**src/sv/ltms_pkg.sv**
```systemverilog
// Package of the loser tree merge select block: request and response types,
// sequencer states and shared constants. Depends on nothing.
package ltms_pkg;

   localparam int MAX_SOURCES_DEF = 16;
   localparam int KEY_BITS_DEF    = 32;
   localparam int KEY_W           = 32;
   localparam int SRC_W           = 4;
   localparam int NSRC_W          = 5;

   localparam logic [NSRC_W-1:0] NUM_SOURCES_RST = 5'd16;

   localparam logic MODE_LOAD    = 1'b0;
   localparam logic MODE_REPLACE = 1'b1;

   typedef struct packed {
      logic             mode;
      logic [SRC_W-1:0] source;
      logic [KEY_W-1:0] key;
      logic             exhausted;
      logic             last;
   } req_type;

   typedef struct packed {
      logic [SRC_W-1:0] winner_source;
      logic [KEY_W-1:0] winner_key;
      logic             all_exhausted;
   } rsp_type;

   typedef enum logic [2:0] {
      ST_IDLE,
      ST_LEAF_RD,
      ST_LEAF_LD,
      ST_KEY_RD,
      ST_CMP,
      ST_FIN_RD,
      ST_FIN_OUT
   } state_type;

endpackage

```
**src/sv/ltms_compare.sv**
```systemverilog
// Shared compare unit of the loser tree: decides whether the entry parked at
// a node stays ahead of the climbing entry. Depends on nothing.
module ltms_compare #(
   parameter int KEY_BITS = 32
) (
   input  logic [KEY_BITS-1:0] parked_key,
   input  logic                parked_done,
   input  logic [KEY_BITS-1:0] climber_key,
   input  logic                climber_done,
   output logic                parked_wins
);

   // An exhausted source always loses, and a tie lets the climber move on.
   assign parked_wins = !parked_done && (climber_done || (parked_key < climber_key));

endmodule

```
**src/sv/loser_tree_merge_select_core.sv**
```systemverilog
// Top level of the loser tree merge select block: sequencer, node and key
// memories. Depends on ltms_pkg and ltms_compare.
//
// A load request without last gives no response. A load with last rebuilds
// the tree: every leaf climbs to the first empty node. A replace request
// replays the winner from its leaf to the root. The pace is set by the single
// compare unit and the one read port of each of the node and key memories.
// Busy is high while the tree is worked; each response is shown for exactly
// one cycle, and a new request may be taken in that same cycle.
module loser_tree_merge_select_core #(
   parameter int MAX_SOURCES = ltms_pkg::MAX_SOURCES_DEF,
   parameter int KEY_BITS    = ltms_pkg::KEY_BITS_DEF
) (
   input  logic                        clock,
   input  logic                        reset,
   input  logic                        start,
   output logic                        busy,
   input  ltms_pkg::req_type           req_item,
   output logic                        rsp_strobe,
   output ltms_pkg::rsp_type           rsp_item,
   input  logic                        csr_we,
   input  logic [ltms_pkg::NSRC_W-1:0] csr_wdata
);
   import ltms_pkg::*;

   localparam int ENT_W   = $clog2(MAX_SOURCES);
   localparam int LEAF_W  = ENT_W + 1;
   localparam int STORE_W = (KEY_BITS < KEY_W) ? KEY_BITS : KEY_W;

   state_type state_ff, state_in;

   logic [NSRC_W-1:0]      num_sources_ff, num_sources_in;
   logic [ENT_W-1:0]       win_ff, win_in;
   logic [ENT_W-1:0]       cidx_ff, cidx_in;
   logic [STORE_W-1:0]     ck_ff, ck_in;
   logic                   cd_ff, cd_in;
   logic [ENT_W-1:0]       p_ff, p_in;
   logic [ENT_W-1:0]       lf_ff, lf_in;
   logic                   build_ff, build_in;
   logic [MAX_SOURCES-1:0] node_valid_ff, node_valid_in;
   logic [MAX_SOURCES-1:0] head_done_ff, head_done_in;
   logic                   rsp_strobe_ff, rsp_strobe_in;
   rsp_type                rsp_ff, rsp_in;

   logic [ENT_W-1:0]   node_mem [MAX_SOURCES];
   logic [ENT_W-1:0]   node_rd_ff;
   logic               node_we;
   logic [ENT_W-1:0]   node_waddr;
   logic [ENT_W-1:0]   node_raddr;

   logic [STORE_W-1:0] key_mem [MAX_SOURCES];
   logic [STORE_W-1:0] key_rd_ff;
   logic               key_we;
   logic [ENT_W-1:0]   key_waddr;
   logic [ENT_W-1:0]   key_raddr;
   logic [STORE_W-1:0] key_wdata;

   logic [LEAF_W-1:0]      n_act;
   logic [MAX_SOURCES-1:0] active;
   logic                   src_ok;
   logic [ENT_W-1:0]       src_idx;
   logic [ENT_W-1:0]       rep_w;
   logic [LEAF_W-1:0]      rep_leaf;
   logic [LEAF_W-1:0]      build_leaf;
   logic                   parked_done;
   logic                   parked_wins;

   always_comb begin
      if (num_sources_ff == '0) begin
         n_act = LEAF_W'(1);
      end else if (int'(num_sources_ff) > MAX_SOURCES) begin
         n_act = LEAF_W'(MAX_SOURCES);
      end else begin
         n_act = LEAF_W'(num_sources_ff);
      end
   end

   always_comb begin
      for (int i = 0; i < MAX_SOURCES; i++) begin
         active[i] = (LEAF_W'(i) < n_act);
      end
   end

   assign src_ok     = (int'(req_item.source) < MAX_SOURCES);
   assign src_idx    = ENT_W'(req_item.source);
   assign rep_w      = (LEAF_W'(win_ff) >= n_act) ? '0 : win_ff;
   assign rep_leaf   = LEAF_W'(rep_w) + n_act;
   assign build_leaf = LEAF_W'(lf_ff) + n_act;
   assign key_wdata  = STORE_W'(req_item.key);
   assign parked_done = head_done_ff[node_rd_ff];

   ltms_compare #(
      .KEY_BITS (STORE_W)
   ) u_compare (
      .parked_key   (key_rd_ff),
      .parked_done  (parked_done),
      .climber_key  (ck_ff),
      .climber_done (cd_ff),
      .parked_wins  (parked_wins)
   );

   always_comb begin
      state_in       = state_ff;
      num_sources_in = num_sources_ff;
      win_in         = win_ff;
      cidx_in        = cidx_ff;
      ck_in          = ck_ff;
      cd_in          = cd_ff;
      p_in           = p_ff;
      lf_in          = lf_ff;
      build_in       = build_ff;
      node_valid_in  = node_valid_ff;
      head_done_in   = head_done_ff;
      rsp_strobe_in  = 1'b0;
      rsp_in         = rsp_ff;
      node_we        = 1'b0;
      node_waddr     = p_ff;
      node_raddr     = p_ff;
      key_we         = 1'b0;
      key_waddr      = src_idx;
      key_raddr      = lf_ff;

      case (state_ff)
         ST_IDLE: begin
            if (start) begin
               if (req_item.mode == MODE_LOAD) begin
                  if (src_ok) begin
                     key_we                = 1'b1;
                     head_done_in[src_idx] = req_item.exhausted;
                  end
                  if (req_item.last) begin
                     node_valid_in = '0;
                     lf_in         = ENT_W'(n_act - LEAF_W'(1));
                     build_in      = 1'b1;
                     state_in      = ST_LEAF_RD;
                  end
               end else begin
                  key_we              = 1'b1;
                  key_waddr           = rep_w;
                  head_done_in[rep_w] = req_item.exhausted;
                  cidx_in             = rep_w;
                  ck_in               = key_wdata;
                  cd_in               = req_item.exhausted;
                  p_in                = ENT_W'(rep_leaf >> 1);
                  node_raddr          = ENT_W'(rep_leaf >> 1);
                  build_in            = 1'b0;
                  state_in            = ST_KEY_RD;
               end
            end
         end
         ST_LEAF_RD: begin
            cidx_in  = lf_ff;
            cd_in    = head_done_ff[lf_ff];
            p_in     = ENT_W'(build_leaf >> 1);
            state_in = ST_LEAF_LD;
         end
         ST_LEAF_LD: begin
            ck_in    = key_rd_ff;
            state_in = ST_KEY_RD;
         end
         ST_KEY_RD: begin
            if ((p_ff == '0) || !node_valid_ff[p_ff]) begin
               if (p_ff == '0) begin
                  win_in = cidx_ff;
               end else begin
                  node_we             = 1'b1;
                  node_valid_in[p_ff] = 1'b1;
               end
               if (build_ff && (lf_ff != '0)) begin
                  lf_in    = lf_ff - ENT_W'(1);
                  state_in = ST_LEAF_RD;
               end else begin
                  state_in = ST_FIN_RD;
               end
            end else begin
               key_raddr = node_rd_ff;
               state_in  = ST_CMP;
            end
         end
         ST_CMP: begin
            if (parked_wins) begin
               node_we = 1'b1;
               cidx_in = node_rd_ff;
               ck_in   = key_rd_ff;
               cd_in   = parked_done;
            end
            p_in       = p_ff >> 1;
            node_raddr = p_ff >> 1;
            state_in   = ST_KEY_RD;
         end
         ST_FIN_RD: begin
            key_raddr = win_ff;
            state_in  = ST_FIN_OUT;
         end
         ST_FIN_OUT: begin
            rsp_strobe_in        = 1'b1;
            rsp_in.winner_source = SRC_W'(win_ff);
            rsp_in.winner_key    = head_done_ff[win_ff] ? '0 : KEY_W'(key_rd_ff);
            rsp_in.all_exhausted = &(head_done_ff | ~active);
            state_in             = ST_IDLE;
         end
         default: begin
            state_in = ST_IDLE;
         end
      endcase

      if (csr_we) begin
         num_sources_in = csr_wdata;
         node_valid_in  = '0;
         win_in         = '0;
      end
   end

   always_ff @(posedge clock) begin
      if (reset) begin
         state_ff       <= ST_IDLE;
         num_sources_ff <= NUM_SOURCES_RST;
         win_ff         <= '0;
         node_valid_ff  <= '0;
         head_done_ff   <= '0;
         rsp_strobe_ff  <= 1'b0;
         build_ff       <= 1'b0;
      end else begin
         state_ff       <= state_in;
         num_sources_ff <= num_sources_in;
         win_ff         <= win_in;
         node_valid_ff  <= node_valid_in;
         head_done_ff   <= head_done_in;
         rsp_strobe_ff  <= rsp_strobe_in;
         build_ff       <= build_in;
      end
   end

   always_ff @(posedge clock) begin
      cidx_ff <= cidx_in;
      ck_ff   <= ck_in;
      cd_ff   <= cd_in;
      p_ff    <= p_in;
      lf_ff   <= lf_in;
      rsp_ff  <= rsp_in;
   end

   always_ff @(posedge clock) begin
      if (node_we) begin
         node_mem[node_waddr] <= cidx_ff;
      end
      node_rd_ff <= node_mem[node_raddr];
   end

   always_ff @(posedge clock) begin
      if (key_we) begin
         key_mem[key_waddr] <= key_wdata;
      end
      key_rd_ff <= key_mem[key_raddr];
   end

   assign busy       = (state_ff != ST_IDLE);
   assign rsp_strobe = rsp_strobe_ff;
   assign rsp_item   = rsp_ff;

endmodule

```
**config.mk**
```make
export PLATFORM = sky130hd
export DESIGN_NAME = loser_tree_merge_select_core
export DESIGN_NICKNAME = d
export VERILOG_FILES = /design/src/sv/ltms_pkg.sv /design/src/sv/ltms_compare.sv /design/src/sv/loser_tree_merge_select_core.sv
export SDC_FILE = /design/constraint.sdc
export NUM_CORES = 1
export LEC_CHECK = 0
export BUFFER_PORTS_ARGS = -buffer_cell sky130_fd_sc_hd__buf_2
export CORE_MARGIN = 2
export CORE_UTILIZATION = 62
export CTS_CLUSTER_DIAMETER = 40
export DETAILED_ROUTE_END_ITERATION = 6
export GPL_TIMING_DRIVEN = 0
export PLACE_DENSITY = 0.81
export SKIP_CTS_REPAIR_TIMING = 1
export SLEW_MARGIN = 20
export SYNTH_ARGS = -nofsm -noshare
export SYNTH_HDL_FRONTEND = slang
export SYNTH_SLANG_ARGS = --single-unit
```
**constraint.sdc**
```tcl
create_clock -name clock -period 6.3 [get_ports clock]
set_clock_uncertainty 0.2 [all_clocks]
set_input_delay 1.89 -clock clock [delete_from_list [all_inputs] [get_ports clock]]
set_output_delay 1.89 -clock clock [all_outputs]
set_load 0.005 [all_outputs]
```
; ---- Word level (Yosys, flattened, before mapping)
; Memory sizes are Yosys's and may differ from the RTL's. A register that Yosys moved wholly into a read port is not among the register bits.
; Index checks and enable logic that the tools add are counted.
[word_totals]
ff_bits = 128
ram_bits = 576
inputBits = 48
word_cells = 168
mem_count = 2
[classes]
n_addsub = 4
magnitude_cmp = 28
n_eq_ne = 15
n_mux = 72
bitwise_logic = 3
reduce_logical = 29
[memory_table]
columns = memory, depth, width, read_ports, rd_clocked_by_memory_dff, wr, line_no
row1 = key_mem, 16, 32, 1, 1, 1, loser_tree_merge_select_core.sv:51  ; logic [STORE_W-1:0] key_mem [MAX_SOURCES];
row2 = node_mem, 16, 4, 1, 1, 1, loser_tree_merge_select_core.sv:45  ; logic [ENT_W-1:0] node_mem [MAX_SOURCES];
[ops]
columns = op, count
row1 = 16-bit two-way mux, 6
row2 = 32-bit two-way mux, 3
row3 = 32-bit one-hot mux with 3 select lines, 1
row4 = 4-bit two-way mux, 15
row5 = "4-bit by 5-bit < comparator with 1-bit output, first input constant", 8
row6 = 16-bit bitwise mux, 2
row7 = 32-bit < comparator, 1
row8 = 16-bit OR, 2
row9 = 16-bit one-hot mux with 2 select lines, 1
row10 = "4-bit by 5-bit < comparator with 1-bit output, second input constant", 6
row11 = 4-bit one-hot mux with 2 select lines, 3
row12 = 4-bit one-hot mux with 3 select lines, 2
row13 = 1-bit two-way mux, 22
row14 = "3-bit by 5-bit < comparator with 1-bit output, first input constant", 4
row15 = 1-bit binary-select mux with 4-bit select, 4
row16 = "2-bit != test, second input constant", 8
row17 = 16-bit NOT, 1
row18 = 16-bit AND reduction, 1
row19 = 3-bit two-way mux, 5
row20 = 3-bit one-hot mux with 5 select lines, 1
row21 = 1-bit demux with 4-bit select, 3
row22 = "4-bit by 1-bit greater-or-equal comparator with 1-bit output, second input constant", 3
row23 = 6-bit AND reduction, 2
row24 = 4-bit by 5-bit adder with 5-bit output, 2
row25 = other kinds (25), 45

; ---- Logic depth before layout (Yosys ltp)
; Gate-level depths: netlist of the first run.
[depth]
word_depth = 11
ltp_mapped = 23
ltp_nobuf = 20

; ---- Hierarchy
; A second synthesis of the first run with hierarchy kept.
[hier_totals]
hier_cells = 2248
hier_area_um2 = 31639.1
[modules_own_cells]
columns = module, instances, cells_per_inst, area_each_um2, seq_area_each_um2
row1 = loser_tree_merge_select_core, 1, 2140, 30850.8, 21400.5
row2 = ltms_compare, 1, 108, 788.3, 0.0

; ---- Least setup slack after synthesis of the first run
; OpenSTA, ideal clock, no wires.
[synth_path]
kind = in2reg
startpoint = in start
endpoint = reg head_done_ff[12]
setup_time_ns = 0.128
arrival_ns = 5.238
slack_ns = 0.734
path_stages = 6
n_path_buf = 1
cell_sequence = nand2_1 clkbuf_1 o21ai_1 nor3_1 mux2i_1 nor2_1
[synth_between]
elab_chain_cells = 1
[synth_lines]
columns = element, line_no
row1 = from (decl), loser_tree_merge_select_core.sv:16  ; input logic start,
row2 = 2-bit AND reduction (no source line), --
row3 = to (signal assigned), loser_tree_merge_select_core.sv:228  ; head_done_ff <= head_done_in;
row4 = to (decl), loser_tree_merge_select_core.sv:41  ; logic [MAX_SOURCES-1:0] head_done_ff, head_done_in;
; No other way between the ends.
; A chain may end at the register's enable or synchronous reset.

; ---- Worst setup path after layout of the first run
[layout_path]
startpoint = reg win_ff[0]
endpoint = reg node_rd_ff[0] (read register of node_mem)
[layout_between]
elab_chain_cells = 6
[layout_lines]
columns = element, line_no
row1 = from (decl), loser_tree_merge_select_core.sv:33  ; logic [ENT_W-1:0] win_ff, win_in;
row2 = from (signal assigned), loser_tree_merge_select_core.sv:226  ; win_ff <= win_in;
row3 = 4-bit by 5-bit greater-or-equal comparator with 1-bit output, loser_tree_merge_select_core.sv:86  ; assign rep_w = (LEAF_W'(win_ff) >= n_act) ? '0 : win_ff;
row4 = 4-bit two-way mux (*), loser_tree_merge_select_core.sv:86
row5 = 4-bit by 5-bit adder with 5-bit output (*), loser_tree_merge_select_core.sv:87  ; assign rep_leaf = LEAF_W'(rep_w) + n_act;
row6 = 4-bit two-way mux (*), loser_tree_merge_select_core.sv:126  ; if (req_item.mode == MODE_LOAD) begin
row7 = 4-bit two-way mux (*), --
row8 = 4-bit one-hot mux with 2 select lines (*), loser_tree_merge_select_core.sv:123  ; case (state_ff)
row9 = to (decl), loser_tree_merge_select_core.sv:46  ; logic [ENT_W-1:0] node_rd_ff;
; Mark *: on every way between the ends. The rest lies on a longest branch, timed or not.

==> flow_summary.toml, run 1 <==
[detailed_routing]
route.detailed.drc = 0
dr.pass1.iters = 7
drt_iter0_drc = 2602
ant_nets = 0
vias = 18720
vias_per_cell = 6.642
wl_mm = 78.84
wl_per_cell_um = 27.97

[critical_path]
cp-start-kind = "flop"
crit_type = "flop to flop"
crit_fanout = 10
cp.required_ns = 6.60
endpoint_kind = "flop"
cp.arrival_ns = 6.09

[clock_network]
h-tree-depth = 3
cts_tree = "built"
path_clk_slew_ns = 0.06
cts_buffers = 90
clk_latency_ns = 0.64
cts_sinks = 740
clock-root-buffer = "clkbuf_16"
cts.path.max_buffers = 3

[grt]
grt_pass1_wl_mm = 116.1
grt_antenna_before_repair = 3
overflow = 0
grt_max_degree = 39
grt_pass1_vias = 18790
grtUsageTotal_pct = 31.28

[placement]
hpwl_mm = 48.42
finalWeightedCongestion = 0.9068
io_buffer_count = 85
placed_area_um2 = 32080
pre_cts_slack_ns = 0.01370
place_inst = 2644

[timing]
post-route-min-period_ns = 5.783
timing.final.ws_setup_ns = 0.5166
hold_viol_final = 0
slew_headroom_pct = 25.58
worstMarginPinSlew_ns = 1.116
slew_viol_final = 0
setup_viol_count_final = 0
rsz0062_at_grt = "no"
fmax_mhz = 172.9
min_period_over_period_pct = 91.80

[final_layout]
synthToLayoutAreaGrowth_pct = 16.18
stdcell_count = 2819
final_nets = 2217
design_area_um2 = 35190
drive_gt1_share_pct = 18.90

[synthesis]
synthFlopType = "edfxtp_1"
yosysSeqAreaShare_pct = 70.65
yosys-top-cells-area = "edfxtp_1 65%, mux2i_1 11%, dfxtp_1 5.4%"
synth_area_leader_cell = "edfxtp_1"
synth_cells = 1911
synthDistinctLibCells = 71
synth_top_area_share_pct = 65.23
synth_warnings = 0
synth.avg_cell_area_um2 = 15.85
synthesis.area_um2 = 30290
synth_edf_count = 658
ys_seq_elements = 740
ys_async_sr_fraction_pct = 0
synthesis.nets = 2003

[floorplan]
die_area_um2 = 50640
start_util_pct = 63.18
dieWidth_um = 225.0
core_area_um2 = 47950
pin_count = 87
dieHeight_um = 225.0
num_rows = 80

[run_status]
status = "finished clean"

[run]
drv_cap = 0

[power_and_ir_drop]
p_leak_nw = 13.06
ir_drop_mv = 0.2652
finalPower_mw = 12.02
power_density_nw_per_um2 = 341.7

[min_path]
hold_class = "flop to flop"
## state kept, by name, indices dropped and copies added (netlist names)
| register | cells |
|---|---|
| build_ff | 1 |
| head_done_ff | 16 |
| rsp_item | 37 |
| key_rd_ff | 32 |
| key_mem | 512 |
| node_valid_ff | 16 |
| win_ff | 4 |
| node_mem | 64 |
| lf_ff | 4 |
| node_rd_ff | 4 |
| cidx_ff | 4 |
| cd_ff | 1 |
| num_sources_ff | 5 |
| node_waddr | 4 |
| ck_ff | 32 |
| state_ff | 3 |
| rsp_strobe | 1 |
## layout by cell type (no fill, tap or decap), types with 5 or more instances in the layout
cell type   netlist  final
clkbuf_16         0     91
inv_6             0      5
nor3_1           24     20
a22oi_1           5      5
buf_12            0      8
o211ai_1          7      7
clkinv_4          0      9
bufinv_16         0      8
buf_16            0      6
nand2_1          36     36
inv_8             0      6
a21oi_1          41     41
nand4_1           8      8
o21ai_0          35     35
buf_2            46    131
clkbuf_1         46     54
nor2_4            0     13
nor2_1           76     63
clkinvlp_4        0      8
edfxtp_1        658    658
a31oi_1           5      5
ha_1             42     42
clkinv_1          1      8
nor2b_1          42     42
clkinv_2          0     13
or4_1            32     32
nand3_1          13     13
mux2i_1         339    339
nand2b_1         21     21
inv_1            51     51
clkbuf_2          1      6
nor4_1           12      9
mux2_2           36     36
dfxtp_1          82     82
o22ai_1         133    133
or3_1             5      5
a21o_1           12     12
mux4_2           16     16
buf_4             4     25
## synthesized netlist by cell type, types with 21 or more instances
cell type	instances
edfxtp_1	658
mux2i_1	339
o22ai_1	133
dfxtp_1	82
nor2_1	76
inv_1	51
buf_2	46
clkbuf_1	46
ha_1	42
nor2b_1	42
a21oi_1	41
mux2_2	36
nand2_1	36
o21ai_0	35
or4_1	32
nor3_1	24
nand2b_1	21
## cell families after synthesis
logic type / after synthesis / synth area share (%)
buf+inv: 154 / 2.202
compound gates: 282 / 6.027
mux: 393 / 13.87
xor+xnor: 7 / 0.2024
simple gates: 291 / 5.184
fa+ha+maj: 44 / 1.867
flops: 740 / 70.65
## power by group
part,switching (mW),internal (mW),leakage (nW)
logic,0.758,0.451,4.96
clock network,2.12,3.07,1.47
registers,0.101,5.52,6.64
total,2.98,9.05,13.1
## stage by stage
stage | hold slack, ns | TNS, ns | utilization (%)
global placement | 0.2181 | -463.66 | 65.67
finish | 0.2391 | 0 | 73.40
global route | 0.2523 | 0 | 73.39
detailed placement | 0.2114 | 0 | 66.92
CTS | 0.2350 | -0.2069 | 73.24
floorplan | 0.2064 | 0 | -
## final cells by class
cell class                 instances  area, µm²
tap                              615      769.5
clock buffer                     107       2367
inverter                          52      195.2
multi-input combinational       1017       8376
sequential                       740      21400
antenna                            3      7.507
fill                            2778      12750
timing repair buffer             122      930.9
clock inverter                    61      666.9
buffer                           102      478.0
## worst max-delay path: stages (launching register included)
cell	delay, ns
dfxtp_1	0.33
clkbuf_1	0.54
inv_1	0.19
ha_1	0.32
nand2b_1	0.09
a21o_1	0.11
a21o_1	0.11
a21oi_1	0.07
clkbuf_2	0.20
o21ai_0	0.69
nor3_1	0.16
fa_1	0.45
a21o_1	0.19
a21oi_1	0.17
xor2_1	0.24
nor2_1	0.12
a221oi_4	0.38
clkbuf_2	0.41
mux2i_1	0.29
mux2i_1	0.12
mux2i_1	0.26
## metal layers
| layer | GRT usage, % | share of wire, % | vias to the layer above | wire (µm) |
|---|---|---|---|---|
| met5 | 0 | 0.015 | - | 12 |
| met4 | 14.65 | 4.4 | 2 | 3472 |
| met3 | 5.411 | 9.3 | 269 | 7314 |
| met2 | 51.34 | 49 | 1195 | 38550 |
| met1 | 41.11 | 37 | 9307 | 29490 |
| li1 | - | - | 7950 | - |
## path summary, 6_finish.rpt
| path | from | slack, ns | depth (start not counted) | to |
|---|---|---|---|---|
| setup / recovery | win_ff[0] | 0.52 | 20 | node_rd_ff[0] |
| hold / removal | node_valid_ff[0] | 0.24 | 2 | node_valid_ff[0] |
| setup reg to reg | win_ff[0] | 0.52 | 20 | node_rd_ff[0] |
| hold reg to reg | node_valid_ff[0] | 0.24 | 2 | node_valid_ff[0] |
Power figures use the tool's default switching activity.
==> run 2, diff against run 1 <==
--- a/config.mk
+++ b/config.mk
@@ -7,11 +7,11 @@
 export LEC_CHECK = 0
 export BUFFER_PORTS_ARGS = -buffer_cell sky130_fd_sc_hd__buf_2
 export CORE_MARGIN = 2
-export CORE_UTILIZATION = 62
+export CORE_UTILIZATION = 45
 export CTS_CLUSTER_DIAMETER = 40
 export DETAILED_ROUTE_END_ITERATION = 6
 export GPL_TIMING_DRIVEN = 0
-export PLACE_DENSITY = 0.81
+export PLACE_DENSITY = 0.63
 export SKIP_CTS_REPAIR_TIMING = 1
 export SLEW_MARGIN = 20
 export SYNTH_ARGS = -nofsm -noshare
==> constraint.sdc (replaced) <==
create_clock -name clock -period 5.7 [get_ports clock]
set_clock_uncertainty 0.2 [all_clocks]
set_input_delay 1.71 -clock clock [delete_from_list [all_inputs] [get_ports clock]]
set_output_delay 1.71 -clock clock [all_outputs]
set_load 0.005 [all_outputs]
==> flow_summary.toml, run 2 (synthesized netlist as in run 1, its figures left out) <==
[timing]
setup_viol_count_final = 0
post-route-min-period_ns = 5.288
rsz0062_at_grt = "no"
timing.final.ws_setup_ns = 0.4118
slew_viol_final = 0
slew_headroom_pct = 25.52
worstMarginPinSlew_ns = 1.117
fmax_mhz = 189.1
fin_tns_setup_ns = 0
hold_viol_final = 0
min_period_over_period_pct = 92.78

[detailed_routing]
route.detailed.drc = 0
vias = 17660
top_layer_used = "met5"
ant_nets = 0
drt_iter0_drc = 1710
routed-wl-met2_mm = 38.43
vias_per_cell = 5.705
wl_mm = 77.30
wl_met1_mm = 32.09
wl_per_cell_um = 24.97
dr.pass1.iters = 5
dr_wl_met3_mm = 4.779

[placement]
io_buffer_count = 85
pre_cts_slack_ns = -0.4102
finalWeightedCongestion = 0.8833
hpwl_mm = 51.67

[floorplan]
num_rows = 95
dieWidth_um = 263.4
start_util_pct = 45.26
die_area_um2 = 69400
pin_count = 87
core_area_um2 = 66920
dieHeight_um = 263.4

[critical_path]
crit_type = "flop to flop"
critPathBufInv = 4
cp_cell_sequence = "clkbuf_1 > nor3_1 > nor2_1 > nor2_2 > ha_1 > nand2b_1 > a21o_1 > a21o_1 > a21oi_1 > clkbuf_2 > o21ai_0 > inv_1 > ha_1 > and4_1 > a221oi_1 > mux2i_1 > a31o_2 > clkbuf_1 > mux2i_1 > mux2i_1"
crit_fanout = 10
endpoint_kind = "flop"
cp_slowest_stage_delay_ns = 0.51
slowest_stage = "clkbuf_1"
path_delay_family = "compound AO/OA/AOI/OAI gates"
crit_top_cell = "mux2i_1"
cp.arrival_ns = 5.58
cp-start-kind = "flop"
cp.required_ns = 6.00

[final_layout]
multiInputGateArea_um2 = 8369
largest_reg_flops = 512
final_cell_mix = "658 x edfxtp_1, 339 x mux2i_1, 133 x o22ai_1, 131 x buf_2, 102 x clkbuf_16"
synthToLayoutAreaGrowth_pct = 19.03
largest-register = "key_mem"
antenna_cells = 0
seqCellArea_um2 = 21400
final_nets = 2231
layout_commonest_cell = "edfxtp_1"
drive_gt1_share_pct = 19.88
fillCellCount = 5317

[clock_network]
cts.path.max_buffers = 3
cts_sinks = 740
cts_buffers = 102
cts_tree = "built"
clk_latency_ns = 0.65
clock-root-buffer = "clkbuf_16"
h-tree-depth = 3
path_clk_slew_ns = 0.06

[grt]
grt_pass1_vias = 17770
overflow = 0
grt_max_degree = 39
grtUsageTotal_pct = 22.22
grt_pass1_wl_mm = 114.3
grt_antenna_before_repair = 2

[run_status]
status = "finished clean"

[power_and_ir_drop]
ir_drop_mv = 0.2394
combPwrFrac_pct = 9.4
power.switching_mw = 3.373
power_density_nw_per_um2 = 384.8
clockPowerShare_pct = 45.8
switching_share_pct = 24.31
p_int_mw = 10.50
p_leak_nw = 13.32
seqPwrFrac_pct = 44.9

[min_path]
hold_class = "flop to flop"

[run]
drv_cap = 0
-- run 2: changes by cell type in the layout (fill, tap and decap cells not counted), moves of 5 or more --
cell	before	now
clkbuf_16	91	102
inv_6	5	12
buf_16	6	11
buf_4	25	20
clkinv_4	9	14
-- run 2: path summary, 6_finish.rpt --
path / start / end / slack, ns / cells past startpoint
setup reg to reg: num_sources_ff[2] / node_rd_ff[3] / 0.41 / 20
hold reg to reg: win_ff[0] / rsp_item[33] / 0.24 / 0
hold / removal: win_ff[0] / rsp_item[33] / 0.24 / 0
setup / recovery: num_sources_ff[2] / node_rd_ff[3] / 0.41 / 20
-- run 2: power by group through the flow --
stage / combinational, mW / sequential [mW] / clock, mW
after global routing: 1.41 / 6.23 / 6.68
after global placement: 1.23 / 6.34 / 0
after detailed placement: 1.28 / 6.33 / 0
final: 1.30 / 6.22 / 6.35
after floorplan: 0.843 / 6.28 / 0
after CTS: 1.29 / 6.22 / 6.45
-- run 2: layout make-up --
class	instances	share of cell area [%]
buffer	102	1.353
clock buffer	114	7.232
clock inverter	74	2.374
inverter	52	0.5414
multi-input combinational	1017	23.21
sequential	740	59.36
tap	873	3.030
timing repair buffer	124	2.898
-- run 2: metal layers --
metal / vias to the layer above / GRT usage, %
met5: - / 0
met4: 4 / 7.398
li1: 8005 / -
met2: 573 / 37.60
met1: 8948 / 28.91
met3: 133 / 4.134
-- run 2: worst register-to-register path: cells and delay by family, from the launching register on --
family                   cells  cell delay (ns)
adder cells (fa/ha/maj)      2             0.57
AND/OR/NAND/NOR              5             0.85
buffers and inverters        4             1.21
multiplexers                 3             0.79
flip-flops                   1             0.30
AO/OA/AOI/OAI                6             1.23
-- run 2: through the flow --
step                hold WS (ns)  cells  util (%)  power [mW]  area (µm²)
floorplan                 0.2064   1911         -       7.126       30290
finish                    0.2370   3096     53.87       13.87       36050
global placement          0.2189   2869     47.53       7.563       31810
CTS                       0.2423   3095     53.81       13.96       36010
detailed placement        0.2281   2907     48.64       7.612       32550
global route              0.2724   3096     53.87       14.32       36050
